## config.mk

```make
export PLATFORM = sky130hd
export DESIGN_NAME = strict_base64_group_decoder_top
export DESIGN_NICKNAME = d
export VERILOG_FILES = /design/src/hdl/b64d_pkg.sv /design/src/hdl/b64d_group_check.sv /design/src/hdl/b64d_msg_track.sv /design/src/hdl/strict_base64_group_decoder_top.sv
export SDC_FILE = /design/constraint.sdc
export NUM_CORES = 1
export LEC_CHECK = 0
export ABC_AREA = 1
export BUFFER_PORTS_ARGS = -buffer_cell sky130_fd_sc_hd__buf_2
export CAP_MARGIN = 20
export CORE_MARGIN = 3
export CORE_UTILIZATION = 40
export DETAILED_ROUTE_END_ITERATION = 6
export SYNTH_ARGS = -nofsm -noshare
export SYNTH_HDL_FRONTEND = slang
export SYNTH_SLANG_ARGS = --single-unit
```

## constraint.sdc

```tcl
create_clock -name clock -period 5.7 [get_ports clock]
set_input_delay 1.71 -clock clock [delete_from_list [all_inputs] [get_ports clock]]
set_output_delay 1.71 -clock clock [all_outputs]
set_load 0.005 [all_outputs]
```

## src/hdl/b64d_pkg.sv

```systemverilog
`default_nettype none

package b64d_pkg;

   // field widths
   localparam int CHAR_BITS = 8;
   localparam int SEXTET_BITS = 6;
   localparam int MAX_GROUPS_BITS = 20;
   localparam int MAX_BYTES_BITS = 22;

   // configuration register indexes
   localparam logic CSR_MAX_GROUPS = 1'b0;
   localparam logic CSR_MAX_BYTES = 1'b1;

   // limit register reset values
   localparam logic [MAX_GROUPS_BITS-1:0] MAX_GROUPS_RESET = 20'd1366;
   localparam logic [MAX_BYTES_BITS-1:0] MAX_BYTES_RESET = 22'd4096;

   // status codes
   localparam logic [2:0] ST_OK = 3'd0;
   localparam logic [2:0] ST_BADCHAR = 3'd1;
   localparam logic [2:0] ST_PADPOS = 3'd2;
   localparam logic [2:0] ST_PADBITS = 3'd3;
   localparam logic [2:0] ST_TOOLONG = 3'd4;

   localparam logic [CHAR_BITS-1:0] PAD_CHAR = 8'h3D;

   // one decoded group
   typedef struct packed {
      logic [7:0] byte0;
      logic [7:0] byte1;
      logic [7:0] byte2;
      logic [1:0] byte_len;
      logic [2:0] status;
   } grp_result_type;

   // alphabet lookup: bit 6 is the valid flag, bits 5:0 the sextet
   function automatic logic [SEXTET_BITS:0] sextet(input logic [CHAR_BITS-1:0] c);
      logic [SEXTET_BITS:0] r;
      r = '0;
      if (c inside {[8'h41:8'h5A]}) begin
         r = {1'b1, 6'(c - 8'h41)};
      end else if (c inside {[8'h61:8'h7A]}) begin
         r = {1'b1, 6'(c - 8'h61 + 8'd26)};
      end else if (c inside {[8'h30:8'h39]}) begin
         r = {1'b1, 6'(c - 8'h30 + 8'd52)};
      end else if (c == 8'h2B) begin
         r = {1'b1, 6'd62};
      end else if (c == 8'h2F) begin
         r = {1'b1, 6'd63};
      end
      return r;
   endfunction

endpackage

`default_nettype wire

```

## src/hdl/b64d_group_check.sv

```systemverilog
`default_nettype none

// Per-group character checks and byte assembly, no message state.
module b64d_group_check
   import b64d_pkg::*;
(
   input  wire logic [CHAR_BITS-1:0] char0,
   input  wire logic [CHAR_BITS-1:0] char1,
   input  wire logic [CHAR_BITS-1:0] char2,
   input  wire logic [CHAR_BITS-1:0] char3,
   input  wire logic                 last_group,
   output grp_result_type            grp
);

   logic [SEXTET_BITS:0] s0, s1, s2, s3;
   logic [SEXTET_BITS-1:0] v2, v3;
   logic ok2, ok3, p2, p3;

   assign s0 = sextet(char0);
   assign s1 = sextet(char1);
   assign s2 = sextet(char2);
   assign s3 = sextet(char3);
   assign p2 = (char2 == PAD_CHAR);
   assign p3 = (char3 == PAD_CHAR);

   // padding stands for a zero sextet
   assign v2 = p2 ? '0 : s2[SEXTET_BITS-1:0];
   assign v3 = p3 ? '0 : s3[SEXTET_BITS-1:0];
   assign ok2 = p2 || s2[SEXTET_BITS];
   assign ok3 = p3 || s3[SEXTET_BITS];

   always_comb begin
      grp = '0;
      // checks in priority order
      if (!s0[SEXTET_BITS] || !s1[SEXTET_BITS]) begin
         grp.status = ST_BADCHAR;
      end else if ((!last_group && (p2 || p3)) || (p2 && !p3)) begin
         grp.status = ST_PADPOS;
      end else if (!ok2 || !ok3) begin
         grp.status = ST_BADCHAR;
      end else if ((p2 && (s1[3:0] != 4'd0)) || (p3 && !p2 && (v2[1:0] != 2'd0))) begin
         grp.status = ST_PADBITS;
      end else begin
         grp.status = ST_OK;
      end

      // bytes for a clean group; gated later on any error
      grp.byte_len = p2 ? 2'd1 : (p3 ? 2'd2 : 2'd3);
      grp.byte0 = {s0[5:0], s1[5:4]};
      if (!p2) begin
         grp.byte1 = {s1[3:0], v2[5:2]};
      end
      if (!p2 && !p3) begin
         grp.byte2 = {v2[1:0], v3};
      end
   end

endmodule

`default_nettype wire

```

## src/hdl/b64d_msg_track.sv

```systemverilog
`default_nettype none

// Message totals, limit registers and the sticky error.
module b64d_msg_track
   import b64d_pkg::*;
#(
   parameter int GROUP_COUNT_BITS = 20,
   parameter int BYTE_COUNT_BITS = 22
) (
   input  wire logic                      clock,
   input  wire logic                      reset,
   input  wire logic                      csr_valid,
   input  wire logic                      csr_index,
   input  wire logic [MAX_BYTES_BITS-1:0] csr_data,
   input  wire logic                      step,
   input  wire logic                      last_group,
   input  wire grp_result_type            grp,
   output grp_result_type                 res
);

   localparam int GW = (GROUP_COUNT_BITS > MAX_GROUPS_BITS) ? GROUP_COUNT_BITS
                                                             : MAX_GROUPS_BITS;
   localparam int BW = (BYTE_COUNT_BITS > MAX_BYTES_BITS) ? BYTE_COUNT_BITS
                                                          : MAX_BYTES_BITS;

   logic [MAX_GROUPS_BITS-1:0] max_groups_ff, max_groups_in;
   logic [MAX_BYTES_BITS-1:0]  max_bytes_ff, max_bytes_in;
   logic [GROUP_COUNT_BITS-1:0] group_total_ff, group_total_in;
   logic [BYTE_COUNT_BITS-1:0]  byte_total_ff, byte_total_in;
   logic [2:0] sticky_ff, sticky_in;

   logic [GROUP_COUNT_BITS:0] g_sum;
   logic [BYTE_COUNT_BITS:0]  b_sum;
   logic [GROUP_COUNT_BITS-1:0] g_new;
   logic [BYTE_COUNT_BITS-1:0]  b_new;
   logic over;

   // saturating totals
   assign g_sum = {1'b0, group_total_ff} + (GROUP_COUNT_BITS+1)'(1);
   assign b_sum = {1'b0, byte_total_ff} + (BYTE_COUNT_BITS+1)'(grp.byte_len);
   assign g_new = g_sum[GROUP_COUNT_BITS] ? '1 : g_sum[GROUP_COUNT_BITS-1:0];
   assign b_new = b_sum[BYTE_COUNT_BITS] ? '1 : b_sum[BYTE_COUNT_BITS-1:0];
   assign over = (GW'(g_new) > GW'(max_groups_ff)) || (BW'(b_new) > BW'(max_bytes_ff));

   // limit register writes
   always_comb begin
      max_groups_in = max_groups_ff;
      max_bytes_in = max_bytes_ff;
      if (csr_valid) begin
         case (csr_index)
            CSR_MAX_GROUPS: max_groups_in = csr_data[MAX_GROUPS_BITS-1:0];
            CSR_MAX_BYTES:  max_bytes_in = csr_data;
            default: ;
         endcase
      end
   end

   // result and next message state
   always_comb begin
      res = grp;
      group_total_in = group_total_ff;
      byte_total_in = byte_total_ff;
      sticky_in = sticky_ff;
      if (sticky_ff != ST_OK) begin
         res.status = sticky_ff;
      end else if (grp.status == ST_OK) begin
         group_total_in = g_new;
         byte_total_in = b_new;
         if (over) begin
            res.status = ST_TOOLONG;
         end
      end
      if (res.status != ST_OK) begin
         res.byte0 = '0;
         res.byte1 = '0;
         res.byte2 = '0;
         res.byte_len = '0;
         sticky_in = res.status;
      end
      if (last_group) begin
         group_total_in = '0;
         byte_total_in = '0;
         sticky_in = ST_OK;
      end
   end

   always_ff @(posedge clock) begin
      if (reset) begin
         max_groups_ff <= MAX_GROUPS_RESET;
         max_bytes_ff <= MAX_BYTES_RESET;
         group_total_ff <= '0;
         byte_total_ff <= '0;
         sticky_ff <= ST_OK;
      end else begin
         max_groups_ff <= max_groups_in;
         max_bytes_ff <= max_bytes_in;
         if (step) begin
            group_total_ff <= group_total_in;
            byte_total_ff <= byte_total_in;
            sticky_ff <= sticky_in;
         end
      end
   end

endmodule

`default_nettype wire

```

## src/hdl/strict_base64_group_decoder_top.sv

```systemverilog
`default_nettype none

// Channel   Direction  Payload
// req_*     in         tdata: four base64 characters, tlast: final group of message
// rsp_*     out        tdata: decoded bytes and count, tuser: status, tlast: final group
// csr_*     in         limit register writes, index 0 max groups, 1 max decoded bytes
//
// One word per clock sustained while rsp_tready is high. An accepted word sits in the
// input register, then decode and totals update into the output register (rsp_tvalid).
// Synchronous active-high reset clears totals, sticky error and valid flags and
// restores the limit registers. A stall on rsp_tready holds the output word; the
// input register still takes one more word while the output waits.
module strict_base64_group_decoder_top
   import b64d_pkg::*;
#(
   parameter int GROUP_COUNT_BITS = 20,
   parameter int BYTE_COUNT_BITS = 22
) (
   input  wire logic        clock,
   input  wire logic        reset,
   // char0 [7:0], char1 [15:8], char2 [23:16], char3 [31:24]
   input  wire logic [31:0] req_tdata,
   input  wire logic        req_tlast,
   input  wire logic        req_tvalid,
   output logic             req_tready,
   // byte0 [7:0], byte1 [15:8], byte2 [23:16], byte_len [25:24], zeros above
   output logic [31:0]      rsp_tdata,
   // status [2:0]
   output logic [2:0]       rsp_tuser,
   output logic             rsp_tlast,
   output logic             rsp_tvalid,
   input  wire logic        rsp_tready,
   input  wire logic        csr_valid,
   output logic             csr_ready,
   input  wire logic        csr_index,
   input  wire logic [MAX_BYTES_BITS-1:0] csr_data
);

   logic        in_valid_ff, in_valid_in;
   logic [31:0] in_data_ff;
   logic        in_last_ff;
   logic        out_valid_ff, out_valid_in;
   grp_result_type out_res_ff;
   logic        out_last_ff;
   logic        advance;
   grp_result_type grp, res;

   // stage handshakes
   assign advance = in_valid_ff && (!out_valid_ff || rsp_tready);
   assign req_tready = !in_valid_ff || advance;
   assign csr_ready = 1'b1;

   assign in_valid_in = (req_tvalid && req_tready) || (in_valid_ff && !advance);
   assign out_valid_in = advance || (out_valid_ff && !rsp_tready);

   b64d_group_check u_check (
      .char0      (in_data_ff[7:0]),
      .char1      (in_data_ff[15:8]),
      .char2      (in_data_ff[23:16]),
      .char3      (in_data_ff[31:24]),
      .last_group (in_last_ff),
      .grp        (grp)
   );

   b64d_msg_track #(
      .GROUP_COUNT_BITS (GROUP_COUNT_BITS),
      .BYTE_COUNT_BITS  (BYTE_COUNT_BITS)
   ) u_track (
      .clock      (clock),
      .reset      (reset),
      .csr_valid  (csr_valid),
      .csr_index  (csr_index),
      .csr_data   (csr_data),
      .step       (advance),
      .last_group (in_last_ff),
      .grp        (grp),
      .res        (res)
   );

   // valid flags
   always_ff @(posedge clock) begin
      if (reset) begin
         in_valid_ff <= 1'b0;
         out_valid_ff <= 1'b0;
      end else begin
         in_valid_ff <= in_valid_in;
         out_valid_ff <= out_valid_in;
      end
   end

   // payload registers
   always_ff @(posedge clock) begin
      if (req_tvalid && req_tready) begin
         in_data_ff <= req_tdata;
         in_last_ff <= req_tlast;
      end
      if (advance) begin
         out_res_ff <= res;
         out_last_ff <= in_last_ff;
      end
   end

   assign rsp_tvalid = out_valid_ff;
   assign rsp_tdata = {6'd0, out_res_ff.byte_len, out_res_ff.byte2,
                       out_res_ff.byte1, out_res_ff.byte0};
   assign rsp_tuser = out_res_ff.status;
   assign rsp_tlast = out_last_ff;

endmodule

`default_nettype wire
```

==> results.py <==
metrics = {
    "die": {
        "die_width_um": 162.1,
        "initial_core_util_pct": 41.17,
        "core_um2": 23680,
        "die_area_um2": 26290,
        "ioPinCount": 100,
        "placementRows": 56,
        "die_h_um": 162.1,
    },
    "pwr": {
        "pwr-share-seq_pct": 45.8,
        "peakVddDrop_uv": 136.7,
        "p_per_area_nw_per_um2": 242.4,
        "netSwitchingFraction_pct": 28.02,
        "clock_power_share_pct": 41.5,
        "switchingPower_w": 0.0007489,
        "power.internal_w": 0.001924,
        "comb_power_share_pct": 12.7,
        "leakage_nw": 4.852,
    },
    "global_routing": {
        "antenna_found_initial": 0,
        "grt_usage_pct": 18.25,
        "grt_pass1_wl_um": 39070,
        "grt_pass1_vias": 7949,
        "overflow": 0,
        "grt_start_max_net_pins": 53,
    },
    "worst_setup_path": {
        "rr_startpoint": "in_data_ff[18]",
        "critPathLaunchType": "register",
        "worst_ep_arrival_time_ps": 5030,
        "r2r-end": "rsp_tdata[16]",
        "crit_path_start": "in_data_ff[18]",
        "cp_slowest_cell": "edfxtp_1",
        "r2r_slack_ps": 840,
        "slowest_delay_ps": 520,
        "endpoint_kind": "register",
        "cp_max_fo": 9,
        "path_class": "reg2reg",
        "r2r_cells": 32,
        "critPathRequiredTime_ps": 5870,
    },
    "route": {
        "drt_wl_total_um": 23940,
        "vias": 8509,
        "drc": 0,
        "drt-initial-drc-count": 486,
        "firstDrtPassIters": 5,
        "avgViaCountPerCell": 5.148,
        "ant_nets": 0,
        "post_drt_wl_per_cell_um": 14.48,
    },
    "cts": {
        "holdBufCountCts": 0,
        "clkSinkCount": 152,
        "htreeDepth": 4,
        "clk_pin_slew_worst_paths_ps": 60,
        "clk_latency_ps": 430,
        "cts_buffers": 17,
        "clock_tree.buffer_depth": 2,
        "cts_tree": "yes",
        "cts_setup_buffers": 0,
        "cts-root-buf": "clkbuf_16",
        "cts_resized": 0,
    },
    "worst_hold_path": {
        "worstHoldPathCells": 2,
        "min_to": "rsp_tvalid",
        "min_from": "in_valid_ff",
        "hold_class": "reg2reg",
    },
    "synth": {
        "syn-cell-area_um2": 9751,
        "synth_cells": 1248,
        "yosys_warnings": 0,
        "synthArstFlopShare_pct": 0,
        "synth_seq_cells": 152,
        "ys_types": 56,
        "yosys_most_used_dff": "dfxtp_1",
        "ys_seq_area_share_pct": 37.67,
        "synth_top_area_share_pct": 19.40,
        "synth_edf_count": 63,
        "synth_area_leaders": "edfxtp_1, dfxtp_1, ha_1, nand2_1, inv_1",
        "synth.avg_cell_area_um2": 7.813,
        "yosys.area.top_type": "edfxtp_1",
    },
    "placed_design": {
        "dp_cells": 1622,
        "placed_cell_area_um2": 10450,
        "detailed_place_hpwl_um": 17620,
        "numPortBuffers": 92,
        "gp_congestion": 0.9089,
    },
    "sta": {
        "maxSlewViolCount": 0,
        "relSlewSlack_pct": 27.89,
        "fmax_mhz": 205.9,
        "worstMarginPinSlew_ps": 1078,
        "finClkSkew_ps": 13.65,
        "finalCritPeriodShare_pct": 85.22,
        "setup_viol_count_final": 0,
        "rsz0062_at_grt": "false",
        "fin_crit_ps": 4858,
        "holdWs_ps": 465.3,
        "setup-tns-final_ps": 0,
        "hold_viol": 0,
    },
    "final_layout": {
        "final_area_um2": 11030,
        "final_core_util_pct": 46.56,
        "nets": 1458,
        "mostFrequentLayoutCell": "nand2_1",
        "antenna_cells": 0,
        "final_cell_mix": "nand2_1, inv_1, nor2_1",
        "syn_to_final_growth_pct": 13.09,
        "final_cells": 1653,
        "drive_above_1_share_pct": 14.32,
    },
    "run": {
        "drv_cap": 0,
    },
    "run_status": {
        "status": "finished, final reports clean",
    },
}
## synth_stat cells (3+ instances only)
| master | instances |
|---|---|
| edfxtp_1 | 63 |
| a32oi_1 | 28 |
| xor2_1 | 36 |
| nor2_1 | 116 |
| nand3_2 | 4 |
| o21ai_0 | 73 |
| ha_1 | 75 |
| a21oi_1 | 101 |
| nor2_4 | 4 |
| xnor2_1 | 8 |
| o21a_1 | 3 |
| buf_4 | 8 |
| nor2_2 | 6 |
| nand3_1 | 78 |
| nor3_1 | 24 |
| inv_1 | 167 |
| nand3b_1 | 4 |
| a21oi_2 | 3 |
| a221oi_1 | 5 |
| buf_2 | 19 |
| nand4_1 | 20 |
| clkbuf_1 | 17 |
| nand2_1 | 205 |
| a31oi_1 | 4 |
| o211ai_1 | 10 |
| o21ai_1 | 6 |
| a211oi_1 | 11 |
| or2_2 | 5 |
| inv_2 | 11 |
| dfxtp_1 | 89 |
| nand2_2 | 12 |
## flip-flops by register name, summed over array words and instances (netlist names)
signal,count
in_valid_ff,1
u_track.max_groups_ff,20
rsp_tuser,3
u_track.byte_total_ff,22
u_track.sticky_ff,3
in_last_ff,1
rsp_tlast,1
in_data_ff,32
u_track.max_bytes_ff,22
rsp_tdata,26
rsp_tvalid,1
u_track.group_total_ff,20
## layout make-up
cell class                 instances  area (um^2)
clock buffer                      19        475.5
multi-input combinational        874         5180
inverter                         180        678.2
tap                              319        399.1
sequential                       152         3674
timing repair buffer              97        518.0
fill                            2375        12660
clock inverter                    12        102.6
## kinds of logic after synthesis
family                   synth area share (%)
AO/OA/AOI/OAI                           15.69
flip-flops                              37.67
adder cells (fa/ha/maj)                 9.624
other                                 0.07702
AND/OR/NAND/NOR                         23.51
buffers and inverters                   9.470
XOR/XNOR                                3.952
## stage by stage
step | power [W] | setup WS, ps
floorplan | 0.001477 | 1467
CTS | 0.002696 | 841.4
global placement | 0.001582 | 1025
finish | 0.002672 | 842.3
detailed placement | 0.001586 | 873.3
global route | 0.002791 | 409.4
## how the worst max path moves through the flow
stage,to,cells past startpoint
final,rsp_tdata[16],32
after global routing,rsp_tdata[12],33
after CTS,rsp_tdata[16],32
after detailed placement,rsp_tdata[16],32
after global placement,rsp_tdata[20],32
after floorplan,rsp_tdata[16],33
## power groups by stage
stage | Combinational (W) | Sequential, W | Clock [W]
final | 0.000339 | 0.00122 | 0.00111
after global routing | 0.000387 | 0.00123 | 0.00117
after CTS | 0.000340 | 0.00122 | 0.00113
after detailed placement | 0.000338 | 0.00125 | 0
after global placement | 0.000334 | 0.00125 | 0
after floorplan | 0.000244 | 0.00123 | 0
## worst max-delay path, delay by kind of cell, from the launching register on
| family | cells | cell delay, ps |
|---|---|---|
| adders and majority gates | 3 | 770 |
| DFF | 1 | 520 |
| and+or+nand+nor | 20 | 2560 |
| buffers and inverters | 7 | 430 |
| AOI/OAI and AO/OA | 2 | 330 |
## per-layer routing
metal	global-route usage (%)	vias to the layer above	share of wire, %
li1	-	4349	-
met2	30.57	225	47
met1	23.73	3902	46
met3	3.545	33	5.1
met4	6.010	0	1.9
met5	0	-	0
Note: power is estimated with default switching activity, not from simulation.
